## config.mk

```make
export PLATFORM = sky130hd
export DESIGN_NAME = segx_back
export DESIGN_NICKNAME = d
export VERILOG_FILES = /design/src/hdl/segx_back.sv
export SDC_FILE = /design/constraint.sdc
export NUM_CORES = 2
export LEC_CHECK = 0
export BUFFER_PORTS_ARGS = -buffer_cell sky130_fd_sc_hd__buf_2
export CAP_MARGIN = 20
export CORE_AREA = 8 8 372 374
export CTS_CLUSTER_DIAMETER = 50
export DETAILED_ROUTE_END_ITERATION = 8
export DIE_AREA = 0 0 380 382
export PLACE_DENSITY = 0.66
export SLEW_MARGIN = 20
export SYNTH_ARGS = -nofsm -noshare
export SYNTH_HDL_FRONTEND = slang
export SYNTH_SLANG_ARGS = --single-unit
```

## constraint.sdc

```tcl
create_clock -name aclk -period 15.84 [get_ports aclk]
set_clock_uncertainty 0.2 [all_clocks]
set_input_delay 0.792 -clock aclk [delete_from_list [all_inputs] [get_ports aclk]]
set_output_delay 0.792 -clock aclk [all_outputs]
set_load 0.02 [all_outputs]
```

## src/hdl/segx_back.sv

```systemverilog
// ----------------------------------------------------------------------------
// Segment intersection back end
// Scales the first segment by the ratio and adds its start point; a miss gives a zero point.
// ----------------------------------------------------------------------------
module segx_back #(
    parameter int W  = 32,
    parameter int F  = 24,
    parameter int DW = W + 1,
    parameter int QW = F + 1,
    parameter int OW = DW + QW + 1
) (
    input  logic                 aclk,
    input  logic                 aresetn,
    input  logic                 in_valid,
    output logic                 in_ready,
    input  logic                 in_hit,
    input  logic signed [W-1:0]  in_ax,
    input  logic signed [W-1:0]  in_ay,
    input  logic signed [DW-1:0] in_bxa,
    input  logic signed [DW-1:0] in_bya,
    input  logic [QW-1:0]        in_q,
    output logic                 out_valid,
    input  logic                 out_ready,
    output logic                 out_hit,
    output logic [W-1:0]         out_x,
    output logic [W-1:0]         out_y
);

    logic                 va_reg, vb_reg, aa, ab;
    logic                 hita_reg, hitb_reg;
    logic signed [W-1:0]  axa_reg, aya_reg;
    logic signed [OW-1:0] oxa_reg, oya_reg;
    logic signed [OW-1:0] qs;
    logic signed [OW-1:0] oxs, oys;
    logic [W-1:0]         xb_reg, yb_reg;

    assign ab       = !vb_reg || out_ready;
    assign aa       = !va_reg || ab;
    assign in_ready = aa;
    assign qs       = OW'({1'b0, in_q});
    assign oxs      = oxa_reg >>> F;
    assign oys      = oya_reg >>> F;

    always_ff @(posedge aclk) begin
        if (!aresetn) begin
            va_reg <= 1'b0;
            vb_reg <= 1'b0;
        end else begin
            if (aa) va_reg <= in_valid;
            if (ab) vb_reg <= va_reg;
        end
    end

    always_ff @(posedge aclk) begin
        if (aa) begin
            hita_reg <= in_hit;
            axa_reg  <= in_ax;
            aya_reg  <= in_ay;
            oxa_reg  <= OW'(in_bxa) * qs;
            oya_reg  <= OW'(in_bya) * qs;
        end
        if (ab) begin
            hitb_reg <= hita_reg;
            xb_reg   <= hita_reg ? W'(axa_reg + oxs[W-1:0]) : '0;
            yb_reg   <= hita_reg ? W'(aya_reg + oys[W-1:0]) : '0;
        end
    end

    assign out_valid = vb_reg;
    assign out_hit   = hitb_reg;
    assign out_x     = xb_reg;
    assign out_y     = yb_reg;

endmodule

```

==> impl_metrics.ini <==
[finish]
fillers = 12200
nets = 8993
drive_gt1_share_pct = 4.68
area_growth_pct = 4.76
multi_input_area_um2 = 51800
regArea_um2 = 5870

[synth]
yosys_warnings = 0
synth_flop_cell = edfxtp_1
async_flop_share_pct = 0
syn_area_um2 = 65700
synth-edff-count = 194
syn_avg_cell_area_um2 = 9.56
synth_top_cell_by_area = fa_1
postSynthCellCount = 6870
synthMostInstantiatedCell = inv_1
yosysUniqueCellTypes = 66
synth_area_leaders = fa_1 50%, inv_1 10%, and2_1 10%, edfxtp_1 8.9%, ha_1 7.0%
synth_seq_cells = 196
synth_top_area_share_pct = 49.9
synthTopCellsByCount = 1826 x inv_1, 1638 x fa_1, 1070 x and2_1
synthesis.nets = 9034
yosysSeqAreaShare_pct = 8.93

[clocking]
cts_tree = done
cts_made_buffers = 17
cts_sinks = 196
cts_resized = 0
cts.reportedPaths.clkPinSlew_ns = 0.09
htreeDepth = 4
cts_setup_buffers = 0
cts_buffer_depth = 2
cts_root_buf = clkbuf_16
insertion_delay_ns = 0.48
cts_hold_buf = 0

[timing]
fin_tns_setup_ns = 0
tightest_slew_ns = 1.10
finalCriticalPeriod_ns = 8.95
rsz0062_at_grt = no
period_share_pct = 56.5
fmax_mhz = 112
max_slew_margin_pct = 26.8
finalHoldViolations = 0
setup-violations-final = 0
drv_slew = 0

[placement]
hpwl_um = 134000
port_buffers = 226
place.gp.congestion = 0.876

[floorplan]
die_w_um = 380
die-area_um2 = 145000
core_area_um2 = 132000
rows = 134
die_h_um = 382
boundaryPins = 227
initial_utilization_pct = 49.6

[job]
cap_violations = 0

[grt]
grtUsageTotal_pct = 25.1
grt_max_degree = 69
antenna_found_initial = 13
grt.overflow.total = 0
grt_pass1_vias = 51900
grt_pass1_wl_um = 287000

[drt]
drc = 0
final_antenna_net_count = 0
firstDrtPassIters = 6
via_count = 45700
via_per_inst = 5.30
wirelength_um = 176000
first_iter_violations = 2794
post_drt_wl_per_cell_um = 20.5

[status]
status = finished, final reports clean

[critical_path]
r2r_slack_ns = 11.97
reg2reg_from = oya_reg[24]$_DFFE_PP_
cp_max_fo = 47
r2r_cells = 13
path_class = input pin to flop
start_kind = input pin
endpoint_kind = flop
arrival_ns = 8.99
rr_endpoint = out_y[28]$_SDFFCE_PN0P_
cp.required_ns = 15.88

[worst_hold_path]
hold_class = input pin to flop
holdPathStages = 1
min_to = aya_reg[30]$_DFFE_PP_
hold_start = in_ay[30]
==> through the flow <==
| step | setup WS, ns | cells | hold WS (ns) | utilization [%] | area, um2 |
|---|---|---|---|---|---|
| 3_5_place_dp | 6.49 | 8577 | 0.341 | 51.4 | 68100 |
| 4_1_cts | 6.98 | 8609 | 0.236 | 51.9 | 68800 |
| 2_1_floorplan | 8.10 | 6870 | 0.263 | - | 65700 |
| 5_1_grt | 6.56 | 8613 | 0.248 | 52.0 | 68800 |
| 6_report | 6.89 | 8616 | 0.284 | 52.0 | 68800 |
| 3_3_place_gp | 6.50 | 8577 | 0.331 | 51.4 | 68100 |
==> cell families after synthesis <==
group | synth area share, %
mux | 0.0152
flops | 8.93
xor+xnor | 1.97
compound gates | 4.04
fa+ha+maj | 56.9
buf+inv | 12.3
simple gates | 15.9
==> per-layer routing <==
layer	vias up	global-route usage [%]	share of wire, %
li1	19700	-	-
met4	8	7.63	3.4
met5	-	0	0.028
met2	1644	43.8	50
met1	23900	32.0	40
met3	342	4.19	7.0
==> how the worst max path moves through the flow <==
stage | startpoint | end | depth (start not counted) | slack, ns
6_report | in_q[17] | oya_reg[53]$_DFFE_PP_ | 26 | 6.89
5_1_grt | in_q[3] | oya_reg[53]$_DFFE_PP_ | 25 | 6.56
4_1_cts | in_q[17] | oya_reg[53]$_DFFE_PP_ | 26 | 6.98
3_5_place_dp | in_q[17] | oya_reg[53]$_DFFE_PP_ | 26 | 6.49
3_3_place_gp | in_q[17] | oya_reg[53]$_DFFE_PP_ | 26 | 6.50
2_1_floorplan | in_q[2] | oya_reg[48]$_DFFE_PP_ | 24 | 8.10
==> area by class of cell <==
class	count	area share, %
inverter	1826	9.96
sequential	196	8.52
clock inverter	15	0.331
multi-input combinational	4525	75.2
timing repair buffer	263	2.11
tap	1768	3.21
clock buffer	17	0.618
antenna	6	0.0218
==> layout by cell type, fill, tap and decap left out, types with 50 or more instances in the layout <==
| master | instances |
|---|---|
| edfxtp_1 | 194 |
| and2_1 | 1070 |
| fa_1 | 1638 |
| ha_1 | 366 |
| a21o_1 | 78 |
| xor2_1 | 50 |
| o21ai_0 | 60 |
| inv_1 | 1824 |
| xnor2_1 | 98 |
| buf_2 | 216 |
| nor2_1 | 107 |
| a21oi_1 | 105 |
| nand2_1 | 663 |
==> critical path, cell delays in order <==
cell and delay [ns]:
buf_2 0.47, buf_4 0.68, nand2_1 0.17, fa_1 0.58, inv_1 0.05, fa_1 0.50
inv_1 0.06, fa_1 0.54, inv_1 0.05, fa_1 0.54, fa_1 0.46, fa_1 0.50
inv_1 0.05, fa_1 0.48, inv_1 0.04, ha_1 0.33, nand3_1 0.14, a21oi_1 0.06
a2111oi_2 0.85, o211a_1 0.29, o31ai_1 0.13, a31oi_1 0.38, nand2_1 0.16, a311o_1 0.33
a21oi_1 0.20, xnor2_1 0.08
Power is left out: the tool's default activity adds up to more than one toggle a clock period on the data nets, which glitch-free logic cannot reach.
